## src/uvd_pkg.sv

```systemverilog
// Shared types and constants for the LEB128 length-prefixed record deframer.
package uvd_pkg;

   localparam int unsigned DataWidth      = 8;
   localparam int unsigned LengthWidth    = 64;
   localparam int unsigned IndexWidth     = 4;
   localparam int unsigned ShiftWidth     = 6;
   localparam int unsigned GroupBits      = 7;
   localparam int unsigned MaxPrefixBytes = 10;

   localparam logic [IndexWidth-1:0] LastPrefixIndex = IndexWidth'(MaxPrefixBytes - 1);
   localparam logic [IndexWidth-1:0] PrefixLimit     = IndexWidth'(MaxPrefixBytes);

   typedef enum logic [1:0] {
      PH_PREFIX  = 2'd0,
      PH_PAYLOAD = 2'd1,
      PH_DISCARD = 2'd2
   } phase_type;

   typedef enum logic [1:0] {
      KIND_BYTE    = 2'd0,
      KIND_EMPTY   = 2'd1,
      KIND_CORRUPT = 2'd2,
      KIND_TRUNC   = 2'd3
   } kind_type;

   typedef struct packed {
      logic                 valid;
      logic [DataWidth-1:0] payload_byte;
      kind_type             kind;
      logic                 last_of_record;
   } result_type;

endpackage

```

## src/uvd_step.sv

```systemverilog
// Deframing state and the combinational step that turns one byte into at most one result.
module uvd_step (
   input  logic                         clock,
   input  logic                         reset,
   input  logic                         advance,
   input  logic [uvd_pkg::DataWidth-1:0] data_byte,
   input  logic                         end_of_buffer,
   output uvd_pkg::result_type          result
);
   import uvd_pkg::*;

   phase_type              phase_ff, phase_in;
   logic [LengthWidth-1:0] length_ff, length_in;
   logic [IndexWidth-1:0]  index_ff, index_in;
   logic [ShiftWidth-1:0]  shift;
   logic [LengthWidth-1:0] group_shifted;

   assign shift         = ShiftWidth'(index_ff) * ShiftWidth'(GroupBits);
   assign group_shifted = LengthWidth'(data_byte[GroupBits-1:0]) << shift;

   always_comb begin
      phase_in              = phase_ff;
      length_in             = length_ff;
      index_in              = index_ff;
      result.valid          = 1'b0;
      result.payload_byte   = '0;
      result.kind           = KIND_BYTE;
      result.last_of_record = 1'b0;
      case (phase_ff)
         PH_PREFIX: begin
            if (index_ff >= PrefixLimit) begin
               phase_in     = end_of_buffer ? PH_PREFIX : PH_DISCARD;
               length_in    = '0;
               index_in     = '0;
               result.valid = 1'b1;
               result.kind  = KIND_CORRUPT;
            end else if (!data_byte[DataWidth-1]) begin
               if (index_ff == LastPrefixIndex && data_byte > DataWidth'(1)) begin
                  phase_in     = end_of_buffer ? PH_PREFIX : PH_DISCARD;
                  length_in    = '0;
                  index_in     = '0;
                  result.valid = 1'b1;
                  result.kind  = KIND_CORRUPT;
               end else if (length_ff == '0 && data_byte == '0) begin
                  length_in             = '0;
                  index_in              = '0;
                  result.valid          = 1'b1;
                  result.kind           = KIND_EMPTY;
                  result.last_of_record = 1'b1;
               end else if (end_of_buffer) begin
                  length_in    = '0;
                  index_in     = '0;
                  result.valid = 1'b1;
                  result.kind  = KIND_TRUNC;
               end else begin
                  phase_in  = PH_PAYLOAD;
                  length_in = length_ff | group_shifted;
                  index_in  = '0;
               end
            end else if (end_of_buffer) begin
               length_in    = '0;
               index_in     = '0;
               result.valid = 1'b1;
               result.kind  = KIND_CORRUPT;
            end else begin
               length_in = length_ff | group_shifted;
               index_in  = index_ff + IndexWidth'(1);
            end
         end
         PH_PAYLOAD: begin
            if (length_ff == LengthWidth'(1)) begin
               phase_in              = PH_PREFIX;
               length_in             = '0;
               index_in              = '0;
               result.valid          = 1'b1;
               result.payload_byte   = data_byte;
               result.last_of_record = 1'b1;
            end else if (end_of_buffer) begin
               phase_in     = PH_PREFIX;
               length_in    = '0;
               index_in     = '0;
               result.valid = 1'b1;
               result.kind  = KIND_TRUNC;
            end else begin
               length_in           = length_ff - LengthWidth'(1);
               result.valid        = 1'b1;
               result.payload_byte = data_byte;
            end
         end
         default: begin
            if (end_of_buffer) begin
               phase_in  = PH_PREFIX;
               length_in = '0;
               index_in  = '0;
            end
         end
      endcase
   end

   always_ff @(posedge clock) begin
      if (reset) begin
         phase_ff  <= PH_PREFIX;
         length_ff <= '0;
         index_ff  <= '0;
      end else if (advance) begin
         phase_ff  <= phase_in;
         length_ff <= length_in;
         index_ff  <= index_in;
      end
   end

endmodule

```

## src/uvarint_length_prefix_deframer.sv

```systemverilog
// Top level of the LEB128 length-prefixed record deframer.
//
// Bytes of a buffer arrive on the req_ channel, with req_end_of_buffer set on
// the final byte of each buffer. Each record is an unsigned LEB128 length
// prefix followed by that many payload bytes. Every input byte yields at most
// one transfer on the rsp_ channel: a payload byte, an empty-record mark, a
// corrupt-prefix status or a truncated-record status.
// A byte is registered on acceptance and processed by the step once it can
// advance; its result is presented from the output register. Throughput is
// one byte per cycle while rsp_stall is low, set by the single step that
// updates the length counter per byte.
// While rsp_stall is high the waiting result holds, and req_stall rises only
// once the input register holds a byte that cannot move on.
// Synchronous reset empties both registers and returns the parser to reading
// a fresh length prefix.
module uvarint_length_prefix_deframer (
   input  logic                          clock,
   input  logic                          reset,
   input  logic                          req_valid,
   output logic                          req_stall,
   input  logic [uvd_pkg::DataWidth-1:0] req_data_byte,
   input  logic                          req_end_of_buffer,
   output logic                          rsp_valid,
   input  logic                          rsp_stall,
   output logic [uvd_pkg::DataWidth-1:0] rsp_payload_byte,
   output logic [1:0]                    rsp_kind,
   output logic                          rsp_last_of_record
);
   import uvd_pkg::*;

   logic                 in_valid_ff, in_valid_in;
   logic [DataWidth-1:0] in_data_ff;
   logic                 in_eob_ff;
   logic                 out_valid_ff, out_valid_in;
   logic [DataWidth-1:0] out_byte_ff;
   kind_type             out_kind_ff;
   logic                 out_last_ff;
   logic                 advance;
   logic                 req_accept;
   result_type           result;

   assign advance    = in_valid_ff && (!out_valid_ff || !rsp_stall);
   assign req_stall  = in_valid_ff && !advance;
   assign req_accept = req_valid && !req_stall;

   assign in_valid_in  = req_accept || (in_valid_ff && !advance);
   assign out_valid_in = advance ? result.valid : (out_valid_ff && rsp_stall);

   uvd_step u_step (
      .clock         (clock),
      .reset         (reset),
      .advance       (advance),
      .data_byte     (in_data_ff),
      .end_of_buffer (in_eob_ff),
      .result        (result)
   );

   always_ff @(posedge clock) begin
      if (reset) begin
         in_valid_ff  <= 1'b0;
         out_valid_ff <= 1'b0;
      end else begin
         in_valid_ff  <= in_valid_in;
         out_valid_ff <= out_valid_in;
      end
   end

   always_ff @(posedge clock) begin
      if (req_accept) begin
         in_data_ff <= req_data_byte;
         in_eob_ff  <= req_end_of_buffer;
      end
      if (advance && result.valid) begin
         out_byte_ff <= result.payload_byte;
         out_kind_ff <= result.kind;
         out_last_ff <= result.last_of_record;
      end
   end

   assign rsp_valid          = out_valid_ff;
   assign rsp_payload_byte   = out_byte_ff;
   assign rsp_kind           = out_kind_ff;
   assign rsp_last_of_record = out_last_ff;

endmodule

```

## config.mk

```make
export PLATFORM = sky130hd
export DESIGN_NAME = uvarint_length_prefix_deframer
export DESIGN_NICKNAME = d
export VERILOG_FILES = /design/src/uvd_pkg.sv /design/src/uvd_step.sv /design/src/uvarint_length_prefix_deframer.sv
export SDC_FILE = /design/constraint.sdc
export NUM_CORES = 1
export LEC_CHECK = 0
export ABC_AREA = 1
export BUFFER_PORTS_ARGS = -buffer_cell sky130_fd_sc_hd__buf_4
export CAP_MARGIN = 0
export CORE_MARGIN = 2
export CORE_UTILIZATION = 47
export CTS_CLUSTER_SIZE = 24
export DETAILED_ROUTE_END_ITERATION = 8
export PLACE_DENSITY = 0.64
export RECOVER_POWER = 50
export SLEW_MARGIN = 20
export SYNTH_ARGS = -nofsm -noshare
export SYNTH_HDL_FRONTEND = slang
export SYNTH_SLANG_ARGS = --single-unit
```

## constraint.sdc

```tcl
create_clock -name clock -period 3.1 [get_ports clock]
set_input_delay 0.155 -clock clock [delete_from_list [all_inputs] [get_ports clock]]
set_output_delay 0.155 -clock clock [all_outputs]
set_load 0.02 [all_outputs]
```

# Word-level counts from Yosys, hierarchy flattened

Index checks and enable logic that the tools add are counted.

Logic and storage cells: 88
Bits of input ports: 13
Flip-flop bits (word level): 92

Mux-type cells: 46
Reductions and logical operators: 19
$mul: 1
Bitwise gates (word level): 1
Add/sub/neg operators: 2
Equal/unequal tests: 6
Shift-type cells: 1
Magnitude comparators: 2

Operator list:

| cell                  | number |
|---|---|
| $mux 64               | 8 |
| $pmux 64 s2           | 1 |
| $eq 64x1->1 const B   | 1 |
| $logic_not 64->1      | 1 |
| $or 64x64->64         | 1 |
| $shl 7x6->64          | 1 |
| $sub 64x1->64 const B | 1 |
| $mux 2                | 15 |
| $mux 4                | 5 |
| $mux 8                | 2 |
| $mux 1                | 11 |
| $gt 8x1->1 const B    | 1 |
| $logic_not 8->1       | 1 |
| $ne 4x2->1 const B    | 2 |
| $pmux 4 s2            | 1 |
| $logic_and 1x1->1     | 7 |
| $mul 4x3->6 const B   | 1 |
| $pmux 3 s2            | 1 |
| $add 4x1->4 const B   | 1 |
| $eq 4x4->1 const B    | 1 |
| $ge 4x4->1 const B    | 1 |
| $logic_not 1->1       | 4 |
| $pmux 2 s2            | 1 |
| $reduce_and 4->1      | 1 |
| 7 further kinds       | 8 |

# Depth between registers and ports, before layout

Gate-level depths: netlist (run 1).

Depth in word-level cells: 9
Mapped depth: 17

# By module

A second synthesis (run 1) with hierarchy kept.

Cells, all modules: 1402
Area total of the unflattened synthesis: 7946.4 sq um

Modules (own cells, without submodules):

| module                         | area an instance (sq um) | cells each | times used |
|---|---|---|---|
| uvd_step                       | 7240.7                   | 1364       | 1 |
| uvarint_length_prefix_deframer | 705.7                    | 38         | 1 |

# Least setup slack after synthesis (run 1)

OpenSTA, ideal clock, no wires.

Kind: register to register
Start: register u_step.index_ff[0]
End: register u_step.length_ff[60]
Stages on the path, launching flop included: 16
Slack: 6 ps
Period minus slack after synthesis: 3094 ps
Library setup time: 109 ps
Arrival time: 2985 ps
Cells stage by stage: dfxtp_1 -> clkinv_1 -> fa_1 -> inv_1 -> ha_1 -> inv_1 -> fa_1 -> clkbuf_1 -> clkbuf_1 -> o21ai_0 -> nand3_1 -> o21ai_0 -> nand2_1 -> nand3_1 -> nand2_1 -> inv_1

Longest elaborated chain between the ends: 9
Elaborated cells on any way between the ends: 12
Those cells by class: 1 x mul; 1 x order compare; 1 x eq/ne; 1 x shift; 6 x mux; 1 x bitwise; 1 x reduce/logical

Ends and longest elaborated chain:

| element                  | line                           | RTL |
|---|---|---|
| start: declaration       | uvd_step.sv:14                 | `logic [IndexWidth-1:0] index_ff, index_in;` |
| start signal: assignment | uvd_step.sv:108                | `index_ff <= index_in;` |
| $mul 4x3->6              | uvd_step.sv:18                 | `assign shift = ShiftWidth'(index_ff) * ShiftWidth'(GroupBits);` |
| $shl 7x6->64             | uvd_step.sv:19                 | `assign group_shifted = LengthWidth'(data_byte[GroupBits-1:0]) << shift;` |
| $or 64x64->64            | uvd_step.sv:57, uvd_step.sv:66 |  |
| $mux 64                  | uvd_step.sv:50, uvd_step.sv:60 |  |
| $mux 64                  | uvd_step.sv:44                 | `end else if (length_ff == '0 && data_byte == '0) begin` |
| $mux 64                  | uvd_step.sv:38                 | `if (index_ff == LastPrefixIndex && data_byte > DataWidth'(1)) begin` |
| $mux 64                  | uvd_step.sv:37                 | `end else if (!data_byte[DataWidth-1]) begin` |
| $mux 64 *                | uvd_step.sv:31                 | `if (index_ff >= PrefixLimit) begin` |
| $pmux 64 s2 *            | uvd_step.sv:29                 | `case (phase_ff)` |
| end signal: assignment   | uvd_step.sv:107                | `length_ff <= length_in;` |
| end: declaration         | uvd_step.sv:13                 | `logic [LengthWidth-1:0] length_ff, length_in;` |

Mark *: on every way between the ends. The rest lies on a longest branch, timed or not.
A chain may end at the register's enable or synchronous reset.

# Worst setup path in the final report (run 1)

Start: register u_step.index_ff[1]
End: register u_step.length_ff[11]

The elaborated chain is that of the path after synthesis.

==> impl_metrics.yaml, run 1 <==
place:
  gp_congestion: 0.962
  place_inst: 1453
  dp_hpwl_mm: 19.3
  io_buffers: 25
setup_path:
  reg2reg_to: "u_step.length_ff[11]"
  cp_max_fo: 19
  reg2regPathDepth: 12
  regToRegSetupSlack_ns: 0.17
  required_ns: 3.38
  end_kind: "flip-flop"
  start_kind: "flip-flop"
  r2r-start: "u_step.index_ff[1]"
  crit_type: "flip-flop to flip-flop"
  cp.arrival_ns: 3.21
layout:
  nets: 1288
  instances_no_fill: 1479
  final-seq-area_um2: 2040
  area_growth_pct: 10.3
  final_util_pct: 53.0
  multi_input_area_um2: 4960
  drive_above_1_share_pct: 9.26
  fillerInstances: 1689
  insertedDiodeCount: 0
route:
  vias: 8442
  drt_iter0_markers: 950
  finalWirelength_mm: 26.5
  avgViaCountPerCell: 5.71
  dr.pass1.iters: 6
  final_antenna_net_count: 0
  drc: 0
  wl_per_cell_um: 17.9
floorplanning:
  io_pins: 26
  fp.dieW_um: 131
  core_area_um2: 15900
  fp-row-count: 46
  start_util_pct: 48.0
  die_height_um: 131
  die_area_um2: 17300
synthesis:
  async_flop_share_pct: 0
  ys_ff_latch: 92
  synth-edff-count: 20
  syn-mean-instance-area_um2: 6.17
  synth_common_cells: "326 x nand2_1, 169 x nor2_1, 128 x nand3_1, 95 x inv_1, 90 x a21oi_1"
  ys_warn_count: 0
  synth_seq_area_share_pct: 26.8
  synth.distinct_cells: 48
  synth_area_leader_cell: "dfxtp_1"
  synth_top_area_share_pct: 18.9
  syn_area_um2: 7630
  synth_most_common_cell: "nand2_1"
  yosys-top-cells-area: "dfxtp_1 19%, nand2_1 16%, nand3_1 8.4%, nor2_1 8.3%, edfxtp_1 7.9%"
  synth_ff_type: "dfxtp_1"
  synth_cells: 1236
  synth_nets: 1266
timing:
  period_share_pct: 94.6
  timing.final.max_slew_violations: 0
  fmax_ghz: 0.341
  period_needed_ns: 2.93
  fin_setup_tns_ns: 0
  skew_ns: 0.00650
  worstMarginPinSlew_ns: 0.841
  hold-worst-slack_ns: 0.0175
  hold_viol_final: 0
  rsz0062_at_grt: "yes"
  relSlewSlack_pct: 43.7
  setup_violations: 0
clocking:
  cts.htree.levels: 3
  cts_tree: "done"
  cts_buffers: 9
  cts_buffer_depth: 2
  clk_latency_ns: 0.37
  clk_pin_slew_ns: 0.08
  numClockSinks: 92
  cts-root-buf: "clkbuf_16"
global_routing:
  antenna_found_initial: 0
  grt_pass1_wl_mm: 41.2
  groute.usage.overall_pct: 30.4
  grt_start_max_net_pins: 74
  grt_pass1_vias: 7492
  grt.overflow.total: 0
min_path:
  min_from: "req_valid"
  hold_depth: 2
  hp-class: "input port to flip-flop"
  hold_end: "in_valid_ff"
power_and_ir_drop:
  pwr_density_cell_nw_per_um2: 425
  power.total_uw: 3580
  vdd_drop_max_mv: 0.314
  p_leak_uw: 0.00382
flow_run:
  cap_violations: 0
outcome:
  outcome: "finished clean"
## routing by layer
layer  up-vias  GRT usage, %  wire [um]
met1      3819          42.9      11500
met5         -             0          0
met4         0          10.8        833
met2       453          44.8      11300
met3        62          7.87       2930
li1       4108             -          -
## state kept, by name, indices dropped and copies added (netlist names)
name	flops
in_eob_ff	1
in_valid_ff	1
in_data_ff	8
u_step.phase_ff	2
rsp_valid	1
u_step.length_ff	64
rsp_kind	2
rsp_payload_byte	8
rsp_last_of_record	1
u_step.index_ff	4
## stage by stage
step / setup slack, ns / cell area, um^2
3_5_place_dp: 0.117 / 8060
4_1_cts: 0.0966 / 8440
3_3_place_gp: 0.214 / 8060
2_1_floorplan: 0.00626 / 7630
5_1_grt: -0.0180 / 8420
6_report: 0.166 / 8420
## timing repair
| action | 4_1_cts | 5_1_grt |
|---|---|---|
| setup buffers | 0 | 1 |
| resized for setup | 0 | 10 |
| hold buffers | 9 | 0 |
| endpoints found under the hold margin | 9 | 0 |
| endpoints found under the setup margin | 0 | 21 |
## placed cells by master (no fill, tap or decap), types with 3 or more instances in the layout
| cell | count |
|---|---|
| nand4_1 | 17 |
| buf_4 | 25 |
| o21ai_2 | 7 |
| edfxtp_1 | 20 |
| inv_1 | 96 |
| clkbuf_1 | 14 |
| ha_1 | 13 |
| o21ai_0 | 75 |
| nor2_1 | 167 |
| o21ai_1 | 21 |
| fa_1 | 4 |
| dfxtp_1 | 72 |
| nand3_2 | 3 |
| a21oi_1 | 90 |
| o21a_1 | 7 |
| clkbuf_16 | 9 |
| nand2_1 | 326 |
| inv_8 | 3 |
| a31oi_1 | 12 |
| dlygate4sd3_1 | 9 |
| xnor2_1 | 5 |
| nand3_1 | 128 |
| nor2_4 | 5 |
| nor2_8 | 3 |
| nor2_2 | 16 |
| nor3_1 | 30 |
| clkbuf_4 | 10 |
| xor2_1 | 31 |
| nand2_4 | 6 |
| nand2_2 | 7 |
## kinds of logic after synthesis
family | share of synthesized area [%]
buf+inv | 8.59
flops | 26.8
fa+ha+maj | 3.18
simple gates | 41.4
compound gates | 15.7
mux | 0.131
xor+xnor | 4.25
## power breakdown
group          internal [uW]  leakage, uW  switching, uW
Clock                    568     0.000138            573
Sequential              1280     0.000786           75.9
Combinational            320      0.00290            764
Total                   2170      0.00382           1410
## how the worst max path moves through the flow
stage | start | endpoint | slack (ns)
finish | u_step.index_ff[1] | u_step.length_ff[11] | 0.17
CTS | u_step.index_ff[1] | u_step.length_ff[11] | 0.1
floorplan | u_step.index_ff[0] | u_step.length_ff[60] | 0.006
global route | u_step.index_ff[1] | u_step.length_ff[3] | -0.02
global placement | u_step.index_ff[1] | u_step.length_ff[11] | 0.21
detailed placement | u_step.index_ff[1] | u_step.length_ff[11] | 0.12
## critical path, cell delays in order (launching register included)
cell and delay (ns):
dfxtp_1 0.39, inv_1 0.09, fa_1 0.45, inv_1 0.07
ha_1 0.16, inv_1 0.06, fa_1 0.52, buf_6 0.20
mux2i_2 0.32, nand2_1 0.16, o21ai_0 0.17, nand2_1 0.07
a31oi_1 0.19
## cell type report
| type | instances | share of cell area (%) |
|---|---|---|
| clock buffers | 9 | 2.68 |
| clock inverters | 7 | 0.788 |
| inverters | 102 | 4.59 |
| multi-input cells | 991 | 58.9 |
| flip-flops and latches | 92 | 24.3 |
| well taps | 216 | 3.21 |
| repair buffers | 62 | 5.56 |
Note: power is estimated with default switching activity, not from simulation.
==> run 2, diff against run 1 <==
--- a/config.mk
+++ b/config.mk
@@ -8,11 +8,13 @@
 export ABC_AREA = 1
 export BUFFER_PORTS_ARGS = -buffer_cell sky130_fd_sc_hd__buf_4
 export CAP_MARGIN = 0
+export CELL_PAD_IN_SITES_DETAIL_PLACEMENT = 1
+export CELL_PAD_IN_SITES_GLOBAL_PLACEMENT = 1
 export CORE_MARGIN = 2
-export CORE_UTILIZATION = 47
+export CORE_UTILIZATION = 41
 export CTS_CLUSTER_SIZE = 24
 export DETAILED_ROUTE_END_ITERATION = 8
-export PLACE_DENSITY = 0.64
+export PLACE_DENSITY = 0.76
 export RECOVER_POWER = 50
 export SLEW_MARGIN = 20
 export SYNTH_ARGS = -nofsm -noshare
==> impl_metrics.yaml, run 2 (same netlist as run 1, synthesis figures left out) <==
place:
  dp_hpwl_mm: 22.5
  place_inst: 1466
  pre_cts_slack_ns: -0.0517
  io_buffers: 25
  gp_congestion: 0.987
flow_run:
  cap_violations: 0
power_and_ir_drop:
  power.total_uw: 3970
  p_leak_uw: 0.00396
  pwr_density_cell_nw_per_um2: 454
  vdd_drop_max_mv: 0.282
global_routing:
  grt_start_max_net_pins: 74
  grt_pass1_wl_mm: 49.2
  grt.overflow.total: 0
  antenna_found_initial: 0
  grt_pass1_vias: 8611
  groute.usage.overall_pct: 32.0
timing:
  final.setup.worst_slack_ns: 0.0714
  skew_ns: 0.00820
  fmax_ghz: 0.330
  timing.final.max_slew_violations: 0
  hold_viol_final: 0
  worstMarginPinSlew_ns: 0.832
  fin_setup_tns_ns: 0
  relSlewSlack_pct: 44.5
  period_needed_ns: 3.03
  rsz0062_at_grt: "yes"
  setup_violations: 0
  period_share_pct: 97.7
route:
  drt_iter0_markers: 945
  vias: 8640
  final_antenna_net_count: 0
  drc: 0
  avgViaCountPerCell: 5.77
  dr.pass1.iters: 5
  wl_per_cell_um: 20.8
  finalWirelength_mm: 31.2
floorplanning:
  start_util_pct: 42.2
  core_area_um2: 18100
  die_area_um2: 19700
  fp-row-count: 49
  fp.dieW_um: 140
  io_pins: 26
  die_height_um: 140
setup_path:
  cp.arrival_ns: 3.33
  required_ns: 3.40
  reg2regPathDepth: 15
  crit_type: "flip-flop to flip-flop"
  critPathLaunch: "u_step.index_ff[1]"
  cp_max_fo: 5
  regToRegSetupSlack_ns: 0.07
  end_kind: "flip-flop"
  r2r-start: "u_step.index_ff[1]"
  reg2reg_to: "u_step.length_ff[18]"
  cp-endpoint: "u_step.length_ff[18]"
  start_kind: "flip-flop"
clocking:
  clk_pin_slew_ns: 0.08
  cts_buffer_depth: 2
  cts-root-buf: "clkbuf_16"
  clk_latency_ns: 0.36
  cts.htree.levels: 3
  cts_buffers: 9
  cts_tree: "done"
  numClockSinks: 92
layout:
  nets: 1293
  regMostFlops: "u_step.length_ff"
  mostFrequentLayoutCell: "nand2_1"
  final_util_pct: 48.4
  drive_above_1_share_pct: 11.8
  final_cell_mix: "323 x nand2_1, 165 x nor2_1, 122 x nand3_1"
  area_growth_pct: 14.6
  instances_no_fill: 1497
  insertedDiodeCount: 0
  largest_register_ffs: 64
outcome:
  outcome: "finished clean"
min_path:
  hp-class: "input port to flip-flop"
==> run 2: layout make-up <==
cell class | instances | area (um^2)
well taps | 229 | 287
repair buffers | 67 | 607
multi-input cells | 991 | 5040
clock buffers | 9 | 225
inverters | 102 | 392
clock inverters | 7 | 145
flip-flops and latches | 92 | 2050
fillers | 2457 | 9340
==> run 2: per-layer routing <==
metal  track usage [%]  wire length [um]  up-vias
met4              10.9               821        0
met5                 0                 0        -
met3              3.45              2050       53
met1              45.8             14300     4153
met2              50.2             14100      316
li1                  -                 -     4118
==> run 2: worst min-delay path by stage <==
stage	startpoint	endpoint	slack (ns)	cells after the start
CTS	req_valid	in_valid_ff	0.007	2
finish	req_valid	in_valid_ff	0.01	2
detailed placement	req_data_byte[4]	in_data_ff[4]	0.34	1
floorplan	req_data_byte[0]	in_data_ff[0]	0.25	0
global placement	req_data_byte[7]	in_data_ff[7]	0.33	1
global route	req_valid	in_valid_ff	0.02	2
==> run 2: critical path: stages (launching register included) <==
cell and delay (ns):
dfxtp_4 0.36, inv_4 0.04, fa_1 0.47, inv_1 0.08, ha_2 0.18, inv_2 0.05, fa_2 0.72, buf_12 0.16
nand4_1 0.18, nand2_1 0.18, nand3_2 0.07, nand2_1 0.08, nand3_1 0.07, nand2_1 0.10, nand2_2 0.06, a21oi_2 0.16
==> run 2: what timing repair did <==
action	in CTS	in global routing
endpoints found under the setup margin	7	41
pin swaps	0	11
hold buffers	9	0
gates resized for setup	3	35
buffers inserted	0	4
cloned	0	2
endpoints found under the hold margin	9	0
==> run 2: through the flow <==
step	hold slack [ns]	area, um^2
floorplan	0.254	7630
global placement	0.333	8130
detailed placement	0.335	8130
CTS	0.00654	8600
global route	0.0237	8740
finish	0.0122	8740
==> run 2: where the power goes <==
group / internal, uW / total, uW / switching (uW)
Clock: 878 / 1440 / 560
Combinational: 347 / 1170 / 825
Sequential: 1280 / 1360 / 81.0
